[src/sv/plrgba_pkg.sv]
package plrgba_pkg;

    localparam int unsigned MAX_POINTS_DEF = 16;
    localparam int unsigned CFG_W          = 5;
    localparam int unsigned IDX_W          = 4;
    localparam int unsigned VAL_W          = 8;

    localparam logic [CFG_W-1:0] CFG_RESET = 5'd2;

    localparam logic ACT_WRITE  = 1'b0;
    localparam logic ACT_LOOKUP = 1'b1;

    typedef struct packed {
        logic [VAL_W-1:0] pos;
        logic [VAL_W-1:0] alpha;
        logic [VAL_W-1:0] red;
        logic [VAL_W-1:0] green;
        logic [VAL_W-1:0] blue;
    } t_point;

    localparam int unsigned PT_W = $bits(t_point);

endpackage

[src/sv/plrgba_req_if.sv]
interface plrgba_req_if;
    import plrgba_pkg::*;

    logic             valid;
    logic             ready;
    logic             action;
    logic [IDX_W-1:0] point_index;
    logic [VAL_W-1:0] point_position;
    logic [VAL_W-1:0] point_alpha;
    logic [VAL_W-1:0] point_red;
    logic [VAL_W-1:0] point_green;
    logic [VAL_W-1:0] point_blue;
    logic [VAL_W-1:0] sample_value;

    modport source (
        output valid, action, point_index, point_position, point_alpha,
               point_red, point_green, point_blue, sample_value,
        input  ready
    );

    modport sink (
        input  valid, action, point_index, point_position, point_alpha,
               point_red, point_green, point_blue, sample_value,
        output ready
    );
endinterface

[src/sv/plrgba_res_if.sv]
interface plrgba_res_if;
    import plrgba_pkg::*;

    logic             valid;
    logic             ready;
    logic [VAL_W-1:0] red_out;
    logic [VAL_W-1:0] green_out;
    logic [VAL_W-1:0] blue_out;
    logic [VAL_W-1:0] alpha_out;
    logic             covered;

    modport source (
        output valid, red_out, green_out, blue_out, alpha_out, covered,
        input  ready
    );

    modport sink (
        input  valid, red_out, green_out, blue_out, alpha_out, covered,
        output ready
    );
endinterface

[src/sv/plrgba_ram.sv]
module plrgba_ram #(
    parameter int unsigned WIDTH = 8,
    parameter int unsigned DEPTH = 16
) (
    input  logic                     i_clk,
    input  logic                     i_we,
    input  logic [$clog2(DEPTH)-1:0] i_waddr,
    input  logic [WIDTH-1:0]         i_wdata,
    input  logic [$clog2(DEPTH)-1:0] i_raddr,
    output logic [WIDTH-1:0]         o_rdata
);
    logic [WIDTH-1:0] r_mem [DEPTH];
    logic [WIDTH-1:0] r_rdata;

    always_ff @(posedge i_clk) begin
        if (i_we) begin
            r_mem[i_waddr] <= i_wdata;
        end
        r_rdata <= r_mem[i_raddr];
    end

    assign o_rdata = r_rdata;
endmodule

[src/sv/piecewise_linear_rgba_transfer_lookup.sv]
// Piecewise-linear RGBA transfer function.
// i_req carries write beats (action = write: store one control point in a slot)
// and lookup beats (action = lookup: map sample_value to a color). o_res gives
// one beat per lookup and none per write. i_cfg_we/i_cfg_data set the number of
// control points in use (n, clamped to 2..MAX_POINTS); write it only while idle.
// A write is stored while the block stays idle, so i_req stays ready.
// A lookup reads the point memory one slot per cycle through the single read
// port, then forms the products in S_MUL and runs the shift-subtract division
// of all four channels in parallel in S_DIV; a lookup with no covering segment
// skips the division. The result becomes valid and i_req is ready again in the
// same cycle, so the block takes no new item until the previous lookup is done.
// A lookup of sample zero returns point 0 straight from slot 0, without walking the other slots.
// The result sits in an output register; the next item is accepted while it
// waits. If the receiver stalls, a second finished lookup holds its result
// internally until the output register frees up, with i_req not ready.
// Reset clears the control state and sets n to 2; the point memory is not
// cleared and slots must be written before they are used.
module piecewise_linear_rgba_transfer_lookup #(
    parameter int unsigned MAX_POINTS = plrgba_pkg::MAX_POINTS_DEF
) (
    input  logic                         i_clk,
    input  logic                         i_rst_n,
    input  logic                         i_cfg_we,
    input  logic [plrgba_pkg::CFG_W-1:0] i_cfg_data,
    plrgba_req_if.sink                   i_req,
    plrgba_res_if.source                 o_res
);
    import plrgba_pkg::*;

    localparam int unsigned AW     = $clog2(MAX_POINTS);
    localparam int unsigned CW     = $clog2(MAX_POINTS + 1);
    localparam int unsigned NUM_CH = 4;
    localparam int unsigned CH_RED   = 0;
    localparam int unsigned CH_GREEN = 1;
    localparam int unsigned CH_BLUE  = 2;
    localparam int unsigned CH_ALPHA = 3;

    localparam logic [2:0] S_IDLE = 3'd0;
    localparam logic [2:0] S_SCAN = 3'd1;
    localparam logic [2:0] S_MUL  = 3'd2;
    localparam logic [2:0] S_DIV  = 3'd3;
    localparam logic [2:0] S_DONE = 3'd4;

    logic [2:0]       r_state;
    logic [2:0]       n_state;
    logic [CFG_W-1:0] r_pts;
    logic [VAL_W-1:0] r_s;
    logic             r_zero;
    logic             r_first;
    logic             r_hit;
    logic [CW-1:0]    r_cnt;
    t_point           r_prev;
    t_point           r_p;
    t_point           r_q;
    logic [VAL_W:0]   r_d2;
    logic [2:0]       r_k;
    logic [16:0]      r_rem [NUM_CH];
    logic [VAL_W-1:0] r_quo [NUM_CH];
    logic             r_cov;
    logic             r_ov;
    logic [VAL_W-1:0] r_out_ch [NUM_CH];
    logic             r_out_cov;

    logic             acc;
    logic             wr_en;
    logic [AW-1:0]    rd_addr;
    logic [PT_W-1:0]  rd_data;
    t_point           cur;
    t_point           wr_pt;
    logic [7:0]       pts_ext;
    logic [7:0]       n_clamp;
    logic [CW-1:0]    n_act;
    logic             seg_hit;
    logic             out_free;

    logic [VAL_W-1:0]   seg_d;
    logic [VAL_W-1:0]   seg_t;
    logic [VAL_W-1:0]   v1 [NUM_CH];
    logic [VAL_W-1:0]   v2 [NUM_CH];
    logic signed [8:0]  diff [NUM_CH];
    logic signed [17:0] prod [NUM_CH];
    logic [15:0]        v1d [NUM_CH];
    logic signed [18:0] tot [NUM_CH];
    logic [16:0]        div_sh;
    logic               ge [NUM_CH];

    assign i_req.ready = (r_state == S_IDLE);
    assign acc         = i_req.valid && i_req.ready;
    assign wr_en       = acc && (i_req.action == ACT_WRITE)
                         && (8'(i_req.point_index) < 8'(MAX_POINTS));
    assign out_free    = !r_ov || o_res.ready;

    assign wr_pt.pos   = i_req.point_position;
    assign wr_pt.alpha = i_req.point_alpha;
    assign wr_pt.red   = i_req.point_red;
    assign wr_pt.green = i_req.point_green;
    assign wr_pt.blue  = i_req.point_blue;

    // read slot 0 on acceptance, then walk the slots during the scan
    assign rd_addr = (r_state == S_SCAN) ? r_cnt[AW-1:0] : '0;
    assign cur     = t_point'(rd_data);

    plrgba_ram #(
        .WIDTH (PT_W),
        .DEPTH (MAX_POINTS)
    ) u_ram (
        .i_clk   (i_clk),
        .i_we    (wr_en),
        .i_waddr (AW'(i_req.point_index)),
        .i_wdata (wr_pt),
        .i_raddr (rd_addr),
        .o_rdata (rd_data)
    );

    always_comb begin
        pts_ext = 8'(r_pts);
        if (pts_ext < 8'd2) begin
            n_clamp = 8'd2;
        end else if (pts_ext > 8'(MAX_POINTS)) begin
            n_clamp = 8'(MAX_POINTS);
        end else begin
            n_clamp = pts_ext;
        end
        n_act = CW'(n_clamp);
    end

    assign seg_hit = (r_prev.pos < r_s) && (r_s <= cur.pos);

    assign seg_d = r_q.pos - r_p.pos;
    assign seg_t = r_s - r_p.pos;
    assign v1[CH_RED]   = r_p.red;
    assign v1[CH_GREEN] = r_p.green;
    assign v1[CH_BLUE]  = r_p.blue;
    assign v1[CH_ALPHA] = r_p.alpha;
    assign v2[CH_RED]   = r_q.red;
    assign v2[CH_GREEN] = r_q.green;
    assign v2[CH_BLUE]  = r_q.blue;
    assign v2[CH_ALPHA] = r_q.alpha;

    // total = 2*v1*d + 2*(v2-v1)*t + d, never negative since 0 <= t <= d
    always_comb begin
        for (int c = 0; c < NUM_CH; c++) begin
            diff[c] = $signed({1'b0, v2[c]}) - $signed({1'b0, v1[c]});
            prod[c] = diff[c] * $signed({1'b0, seg_t});
            v1d[c]  = 16'(v1[c]) * 16'(seg_d);
            tot[c]  = $signed({2'b0, v1d[c], 1'b0}) + $signed({prod[c], 1'b0})
                      + $signed({11'b0, seg_d});
        end
    end

    // restoring division by 2*d, one quotient bit per cycle, quotient < 256
    assign div_sh = {8'b0, r_d2} << r_k;
    always_comb begin
        for (int c = 0; c < NUM_CH; c++) begin
            ge[c] = (r_rem[c] >= div_sh);
        end
    end

    always_comb begin
        n_state = r_state;
        unique case (r_state)
            S_IDLE: begin
                if (acc && (i_req.action == ACT_LOOKUP)) begin
                    n_state = S_SCAN;
                end
            end
            S_SCAN: begin
                if (r_first && r_zero) begin
                    n_state = S_DONE;
                end else if (!r_first && (r_cnt == n_act)) begin
                    n_state = S_MUL;
                end
            end
            S_MUL: begin
                n_state = r_hit ? S_DIV : S_DONE;
            end
            S_DIV: begin
                if (r_k == 3'd0) begin
                    n_state = S_DONE;
                end
            end
            S_DONE: begin
                if (out_free) begin
                    n_state = S_IDLE;
                end
            end
            default: n_state = S_IDLE;
        endcase
    end

    always_ff @(posedge i_clk) begin
        if (!i_rst_n) begin
            r_state <= S_IDLE;
            r_pts   <= CFG_RESET;
            r_ov    <= 1'b0;
            r_first <= 1'b0;
            r_hit   <= 1'b0;
            r_zero  <= 1'b0;
            r_cnt   <= '0;
            r_k     <= '0;
            r_cov   <= 1'b0;
        end else begin
            r_state <= n_state;
            if (i_cfg_we) begin
                r_pts <= i_cfg_data;
            end
            // a finished lookup refills the output register as it drains
            if ((r_state == S_DONE) && out_free) begin
                r_ov <= 1'b1;
            end else if (o_res.ready) begin
                r_ov <= 1'b0;
            end

            unique case (r_state)
                S_IDLE: begin
                    if (acc && (i_req.action == ACT_LOOKUP)) begin
                        r_s     <= i_req.sample_value;
                        r_zero  <= (i_req.sample_value == '0);
                        r_first <= 1'b1;
                        r_hit   <= 1'b0;
                        r_cnt   <= CW'(1);
                    end
                end
                S_SCAN: begin
                    r_cnt   <= r_cnt + CW'(1);
                    r_first <= 1'b0;
                    r_prev  <= cur;
                    if (r_first && r_zero) begin
                        r_quo[CH_RED]   <= cur.red;
                        r_quo[CH_GREEN] <= cur.green;
                        r_quo[CH_BLUE]  <= cur.blue;
                        r_quo[CH_ALPHA] <= cur.alpha;
                        r_cov           <= 1'b1;
                    end else if (!r_first && seg_hit) begin
                        // later segments override earlier ones
                        r_p   <= r_prev;
                        r_q   <= cur;
                        r_hit <= 1'b1;
                    end
                end
                S_MUL: begin
                    r_d2 <= {seg_d, 1'b0};
                    r_k  <= 3'd7;
                    for (int c = 0; c < NUM_CH; c++) begin
                        r_rem[c] <= tot[c][16:0];
                        r_quo[c] <= '0;
                    end
                    r_cov <= r_hit;
                end
                S_DIV: begin
                    r_k <= r_k - 3'd1;
                    for (int c = 0; c < NUM_CH; c++) begin
                        if (ge[c]) begin
                            r_rem[c] <= r_rem[c] - div_sh;
                        end
                        r_quo[c] <= {r_quo[c][VAL_W-2:0], ge[c]};
                    end
                end
                default: ;
            endcase
        end
    end

    always_ff @(posedge i_clk) begin
        if ((r_state == S_DONE) && out_free) begin
            for (int c = 0; c < NUM_CH; c++) begin
                r_out_ch[c] <= r_quo[c];
            end
            r_out_cov <= r_cov;
        end
    end

    assign o_res.valid     = r_ov;
    assign o_res.red_out   = r_out_ch[CH_RED];
    assign o_res.green_out = r_out_ch[CH_GREEN];
    assign o_res.blue_out  = r_out_ch[CH_BLUE];
    assign o_res.alpha_out = r_out_ch[CH_ALPHA];
    assign o_res.covered   = r_out_cov;
endmodule

[src/flat_wrapper.sv]
// flat-port wrapper written by rule: the top's interface ports become plain ports
module piecewise_linear_rgba_transfer_lookup_flat import plrgba_pkg::*;
#(
    parameter int unsigned MAX_POINTS = plrgba_pkg::MAX_POINTS_DEF
)
  (i_clk, i_rst_n, i_cfg_we, i_cfg_data, i_req_valid, i_req_action, i_req_point_index, i_req_point_position, i_req_point_alpha, i_req_point_red, i_req_point_green, i_req_point_blue, i_req_sample_value, i_req_ready, o_res_valid, o_res_red_out, o_res_green_out, o_res_blue_out, o_res_alpha_out, o_res_covered, o_res_ready);
  plrgba_req_if i_req_i ();
  plrgba_res_if o_res_i ();
  input  logic i_clk;
  input  logic i_rst_n;
  input  logic i_cfg_we;
  input  logic [plrgba_pkg::CFG_W-1:0] i_cfg_data;
  input wire logic [$bits(i_req_i.valid)-1:0] i_req_valid;
  input wire logic [$bits(i_req_i.action)-1:0] i_req_action;
  input wire logic [$bits(i_req_i.point_index)-1:0] i_req_point_index;
  input wire logic [$bits(i_req_i.point_position)-1:0] i_req_point_position;
  input wire logic [$bits(i_req_i.point_alpha)-1:0] i_req_point_alpha;
  input wire logic [$bits(i_req_i.point_red)-1:0] i_req_point_red;
  input wire logic [$bits(i_req_i.point_green)-1:0] i_req_point_green;
  input wire logic [$bits(i_req_i.point_blue)-1:0] i_req_point_blue;
  input wire logic [$bits(i_req_i.sample_value)-1:0] i_req_sample_value;
  output wire logic [$bits(i_req_i.ready)-1:0] i_req_ready;
  output wire logic [$bits(o_res_i.valid)-1:0] o_res_valid;
  output wire logic [$bits(o_res_i.red_out)-1:0] o_res_red_out;
  output wire logic [$bits(o_res_i.green_out)-1:0] o_res_green_out;
  output wire logic [$bits(o_res_i.blue_out)-1:0] o_res_blue_out;
  output wire logic [$bits(o_res_i.alpha_out)-1:0] o_res_alpha_out;
  output wire logic [$bits(o_res_i.covered)-1:0] o_res_covered;
  input wire logic [$bits(o_res_i.ready)-1:0] o_res_ready;
  assign i_req_i.valid = i_req_valid;
  assign i_req_i.action = i_req_action;
  assign i_req_i.point_index = i_req_point_index;
  assign i_req_i.point_position = i_req_point_position;
  assign i_req_i.point_alpha = i_req_point_alpha;
  assign i_req_i.point_red = i_req_point_red;
  assign i_req_i.point_green = i_req_point_green;
  assign i_req_i.point_blue = i_req_point_blue;
  assign i_req_i.sample_value = i_req_sample_value;
  assign i_req_ready = i_req_i.ready;
  assign o_res_valid = o_res_i.valid;
  assign o_res_red_out = o_res_i.red_out;
  assign o_res_green_out = o_res_i.green_out;
  assign o_res_blue_out = o_res_i.blue_out;
  assign o_res_alpha_out = o_res_i.alpha_out;
  assign o_res_covered = o_res_i.covered;
  assign o_res_i.ready = o_res_ready;
  piecewise_linear_rgba_transfer_lookup #(.MAX_POINTS(MAX_POINTS)) u_core (.i_clk(i_clk), .i_rst_n(i_rst_n), .i_cfg_we(i_cfg_we), .i_cfg_data(i_cfg_data), .i_req(i_req_i), .o_res(o_res_i));
endmodule
[config.mk]
export PLATFORM = sky130hd
export DESIGN_NAME = piecewise_linear_rgba_transfer_lookup_flat
export DESIGN_NICKNAME = d
export VERILOG_FILES = /design/src/sv/plrgba_pkg.sv /design/src/sv/plrgba_req_if.sv /design/src/sv/plrgba_res_if.sv /design/src/sv/plrgba_ram.sv /design/src/sv/piecewise_linear_rgba_transfer_lookup.sv /design/src/flat_wrapper.sv
export SDC_FILE = /design/constraint.sdc
export NUM_CORES = 2
export LEC_CHECK = 0
export BUFFER_PORTS_ARGS = -buffer_cell sky130_fd_sc_hd__buf_4
export CAP_MARGIN = 20
export CORE_ASPECT_RATIO = 1.4
export CORE_MARGIN = 2
export CORE_UTILIZATION = 64
export DETAILED_ROUTE_END_ITERATION = 16
export HOLD_SLACK_MARGIN = 0.06
export PLACE_DENSITY = 0.91
export SLEW_MARGIN = 20
export SYNTH_ARGS = -nofsm -noshare
export SYNTH_HDL_FRONTEND = slang
export SYNTH_HIERARCHICAL = 1
export SYNTH_SLANG_ARGS = --single-unit
[constraint.sdc]
create_clock -name i_clk -period 23.6 [get_ports i_clk]
set_input_delay 1.18 -clock i_clk [delete_from_list [all_inputs] [get_ports i_clk]]
set_output_delay 1.18 -clock i_clk [all_outputs]
set_load 0.02 [all_outputs]
# Word level (Yosys, flattened, before mapping)
# Memories as Yosys holds them, arrays and structs flattened. A register that Yosys moved wholly into a read port is not among the register bits.
# Cells that the tools add are included.
# W data, S select, Z words.
classes:
  addsub: 20
  mul: 8
  order_cmp: 8
  n_eq_ne: 12
  shifts: 1
  muxes: 65
  bitwise_logic: 14
  reduce_logical: 27
op_table:
  columns: ["cell", "n"]
  rows:
  - ["$add A17 B17 Y17", 4]
  - ["$add A17 B9 Y17", 4]
  - ["$ge A17 B17 Y1", 4]
  - ["$mux W17", 4]
  - ["$sub A17 B17 Y17", 4]
  - ["$mul A8 B8 Y16", 4]
  - ["$mul A9 B9 Y16", 4]
  - ["$mux W8", 8]
  - ["$mux W1", 37]
  - ["$sub A8 B8 Y9", 4]
  - ["$mux W3", 6]
  - ["$shl A9 B3 Y17", 1]
  - ["$sub A8 B8 Y8", 2]
  - ["$mux W5", 3]
  - ["$pmux W3 S5", 1]
  - ["$or A1 B1 Y1", 12]
  - ["$reduce_and A4 Y1", 3]
  - ["$pmux W5 S2", 1]
  - ["$reduce_and A2 Y1", 5]
  - ["$le A8 B8 Y1", 1]
  - ["$logic_and A1 B1 Y1", 8]
  - ["$logic_not A8 Y1", 1]
  - ["$lt A8 B8 Y1", 1]
  - ["$ne A2 B2 Y1 const B", 4]
  - ["other kinds (19)", 29]
word_totals:
  reg_bits: 158
  mem_bits_rw: 772
  inputBits: 63
  out_inout_bits: 35
  elab_cells: 186
  memories: 4
memory_table:
  columns: ["name", "depth", "word_bits", "rd", "rd_clocked_by_memory_dff", "wr", "line_no", "rtl"]
  rows:
  - ["u_core.u_ram.r_mem", 16, 40, 1, 1, 1, "plrgba_ram.sv:12", "logic [WIDTH-1:0] r_mem [DEPTH];"]
  - ["u_core.r_rem", 4, 17, 4, 0, 4, "piecewise_linear_rgba_transfer_lookup.sv:57", "logic [16:0] r_rem [NUM_CH];"]
  - ["u_core.r_out_ch", 4, 8, 4, 0, 4, "piecewise_linear_rgba_transfer_lookup.sv:61", "logic [VAL_W-1:0] r_out_ch [NUM_CH];"]
  - ["u_core.r_quo", 4, 8, 4, 0, 4, "piecewise_linear_rgba_transfer_lookup.sv:58", "logic [VAL_W-1:0] r_quo [NUM_CH];"]

# Depth between registers and ports, before layout
logic_depth:
  word_depth: 8
  mapped_depth: 37
  ltp_nobuf: 36

# Modules after synthesis
# Netlist, hierarchy kept.
by_module_without_submodules:
  columns: ["module", "instances", "cells_per_inst", "area_each_um2", "seq_area_each_um2"]
  rows:
  - ["piecewise_linear_rgba_transfer_lookup", 1, 3901, 36697.7, 8358.0]
  - ["plrgba_ram", 1, 1040, 25131.6, 20019.2]

# Worst setup path before layout
# OpenSTA, ideal clock, no wires.
synth_timing:
  path_type: "reg2reg"
  start: "register u_core/r_p[33] (netlist name)"
  end: "memory u_core.r_rem[1][16], data pin"
  setup_time_ns: 0.258
  t_arrival_ns: 7.273
  required_time_ns: 23.342
  slack_ns: 16.069
  path_stages_with_launch: 35
  n_path_buf: 1
  period_less_slack_ns: 7.531
  cell_sequence: "edfxtp_1 -> inv_1 -> ha_1 -> nor2b_1 -> o21ai_0 -> nand2b_1 -> a21oi_1 -> o21bai_1 -> a21o_1 -> a21oi_1 -> xnor2_1 -> clkbuf_1 -> nand2_1 -> fa_1 -> fa_1 -> inv_1 -> fa_1 -> inv_1 -> fa_1 -> inv_1 -> ha_1 -> a21oi_1 -> nor2b_1 -> o21a_1 -> o21a_1 -> o21a_1 -> o41ai_1 -> xnor2_1 -> ha_1 -> xnor2_1 -> xnor2_1 -> xnor2_1 -> xnor3_1 -> xor2_1 -> o221a_2"
synth_rtl:
  columns: ["element", "line_no", "rtl"]
  rows:
  - ["start, declared", "piecewise_linear_rgba_transfer_lookup.sv:53", "t_point r_p;"]
  - ["start signal, assigned", "piecewise_linear_rgba_transfer_lookup.sv:236", "r_p <= r_prev;"]
  - ["end, declared", "piecewise_linear_rgba_transfer_lookup.sv:57", null]

==> out/results.tsv <==
metric	value	unit
worst_slack_setup_final	15.05	ns
die_area	0.09915	mm^2
timing.hold.worst_endpoint	u_core/r_p[24]	
final-setup-viol-count	0	
pin_count	98	
slowest_stage	inv_2	
list_of_most_frequent_post_synthesis_cells	edfxtp_1 (899), inv_1 (710), ha_1 (485), nor2_1 (417), fa_1 (402)	
report.final.hold_viol_count	0	
regArea	0.02838	mm^2
cts_buffers	89	
portBuffers	97	
worst-path-max-fanout	28	
worstHoldPathCells	0	
clk_latency	0.69	ns
clkSlewWorstSetupHoldPaths	0.07	ns
cts_root_buf	clkbuf_16	
die_w	266.7	um
post-synth-top-count-cell	edfxtp_1	
post_synthesis_cell_area	0.06183	mm^2
starting_density_of_the_core	0.6470	
rows	134	
power.density_cell_area	152.8	mW/mm^2
postSynthAreaPerCell	12.51	um^2
area_delta_synth_final	8.562	%
dr.first_iter.drc_count	4726	
maxClockFrequency	116.9	MHz
routed_wirelength	166300	um
leakage	0.02785	uW
totalNegativeSetupSlack	0	ns
run_status	completed	
critical_path.reg2reg.startpoint	u_core/r_q[32]	
critical_path_arrival	8.98	ns
die-height	371.8	um
drt.antenna.violating_nets	0	
tightest_slew	1.243	ns
number_of_nets_in_the_synthesized_netlist	5891	
worstHoldStart	u_core/r_prev[24]	
cts_resized	0	
criticalPathCategory	flop to flop	
start_kind	flop	
detail_route.vias_per_cell	6.430	
critical-path-top-cell-by-count	inv_1	
setup.worst_path.end_class	flop	
final_layout_size_suffix_gt1_frac	0.09298	
number_of_global_route_vias_before_repair	43045	
crit_path_max_incr_delay	0.67	ns
pre_cts_ws	15.34	ns
ctsHtreeMaxLevel	3	
grt_setup_unrepaired	no	
yosysUniqueCellTypes	80	
yosysSeqAreaShare	0.4590	
finish.net_count	6004	
timing.reg2reg.setup_slack	15.05	ns
syn_inst	4941	
worst_ir_drop_vdd	205.9	uV
drt-wirelength-per-cell	26.15	um
finalCritPeriodShare	0.3625	
grt_pass1_wl	250300	um
min-delay-path-class	flop to flop	
first_pass_iters	10	
fillCellCount	5963	
overflow	0	
place.detailed.hpwl	108700	um
report.final.slew_viol_count	0	
finalClockSkew	0.04113	ns
synth_top_cells_by_area	edfxtp_1 (44%), fa_1 (13%), ha_1 (9.8%)	
drcViolationCount	0	
largest_net_degree_at_the_start_of_global_routing	57	
synth_top_area_share	0.4366	
finalHoldWorstSlack	0.4093	ns
number_of_antenna_violations_at_the_first_check_in_global_routing	9	
floorplan.core_area	0.09557	mm^2
relSlewSlack	0.1715	
post_cts_buffers	0	
vias	40881	
library_cell_with_the_largest_summed_area_after_synthesis	edfxtp_1	
crit_required	24.02	ns
hold_buffers	0	
postSynth.asyncResetShare	0	
tritoncts_clock_tree	built	
yosys_register_bits	968	
multi_input_area	0.03029	mm^2
worst-r2r-cell-count	35	
timing.max_cap.violations	0	
yosysWarningCount	6	
global_route.usage.total	0.3414	
place_congestion	0.9702	
synth_edf_count	899	
numClockSinks	968	
clk_path_buf_depth	3	
reg2reg_to	u_core/r_rem[1][16]	
layout_min_cycle_time	8.554	ns
dominantRegCellSynth	edfxtp_1	
[cell families after synthesis]
group                    after synthesis  synth area share
AND/OR/NAND/NOR                     1123           0.08204
buffers and inverters                854           0.05537
XOR/XNOR                             269           0.03912
AO/OA/AOI/OAI                        631           0.06611
flip-flops                           968            0.4590
multiplexers                         209           0.07010
adder cells (fa/ha/maj)              887            0.2283
[area by class of cell]
cell class | count | share of cell area
Clock inverter | 38 | 0.007158
Timing Repair Buffer | 162 | 0.01812
Clock buffer | 129 | 0.03784
Sequential cell | 968 | 0.4228
Tap cell | 1224 | 0.02282
Inverter | 714 | 0.03993
Multi-Input combinational cell | 3119 | 0.4512
Antenna cell | 4 | 0.0001491
[through the flow]
step / total power, uW / instances / utilization / area (um^2)
2_1_floorplan: 7203 / 4941 / - / 61830
3_3_place_gp: 8301 / 6187 / 0.6707 / 64090
3_5_place_dp: 8579 / 6187 / 0.6707 / 64090
4_1_cts: 10150 / 6354 / 0.7023 / 67110
5_1_grt: 11010 / 6357 / 0.7023 / 67120
6_report: 10260 / 6358 / 0.7024 / 67120
[worst max-delay path: cells and delay by family (launching register included)]
| kind | cells | cell delay (ns) |
|---|---|---|
| adders and majority gates | 9 | 3.49 |
| AOI/OAI and AO/OA | 10 | 2.11 |
| buffers and inverters | 8 | 1.26 |
| and+or+nand+nor | 5 | 0.66 |
| xor gates and xnor gates | 3 | 0.42 |
| DFF | 1 | 0.37 |
[placed cells by master (no fill, tap or decap), types with 44 or more instances in the layout]
cell type | Yosys | routed
edfxtp_1 | 899 | 899
inv_1 | 710 | 710
ha_1 | 485 | 485
nor2_1 | 417 | 402
fa_1 | 402 | 402
nand2_1 | 334 | 333
xnor2_1 | 173 | 170
a21oi_1 | 169 | 168
buf_4 | 1 | 162
o21ai_0 | 137 | 134
mux4_2 | 100 | 100
clkbuf_16 | 0 | 91
xor2_1 | 91 | 87
a22oi_1 | 82 | 82
nand2b_1 | 81 | 81
and2_1 | 84 | 81
a21o_1 | 71 | 71
nor2b_1 | 72 | 70
dfxtp_1 | 69 | 69
mux4_1 | 60 | 60
o21a_1 | 45 | 45
nor3_1 | 48 | 44
[report_power, final]
part | total, uW | switching, uW | internal [uW] | leakage [uW]
registers | 2280 | 38.3 | 2240 | 0.00868
logic | 6470 | 3600 | 2870 | 0.0177
clock network | 1500 | 675 | 828 | 0.00148
total | 10300 | 4310 | 5940 | 0.0278
[registers in the layout (all words and copies together) (netlist names), 3 cells and up]
name                  count
u_core/u_ram/r_mem      640
u_core/r_rem             66
u_core/r_p               40
u_core/r_prev            40
u_core/r_q               40
u_core/u_ram/o_rdata     40
u_core/r_out_ch          32
u_core/r_quo             32
u_core/r_d2               8
u_core/r_s                8
u_core/r_cnt              5
u_core/r_pts              5
u_core/r_k                3
u_core/r_state            3
[how the worst max path moves through the flow]
stage / from / slack, ns / endpoint / depth (start not counted)
after floorplan: u_core/r_p[33] / 16.07 / u_core/r_rem[1][16] / 34
after global placement: u_core/r_p[25] / 15.62 / u_core/r_rem[3][16] / 35
after detailed placement: u_core/r_s[0] / 15.34 / u_core/r_rem[0][15] / 31
after CTS: u_core/r_s[0] / 15.19 / u_core/r_rem[0][15] / 31
after global routing: u_core/r_s[0] / 14.69 / u_core/r_rem[0][16] / 34
final: u_core/r_q[32] / 15.05 / u_core/r_rem[1][16] / 35
[routing by layer]
layer  share of wire  track usage
met5         0.00024            0
met2            0.50       0.5893
met4           0.085       0.2490
met3           0.091      0.06437
met1            0.32       0.3777
Power figures use the tool's default switching activity.
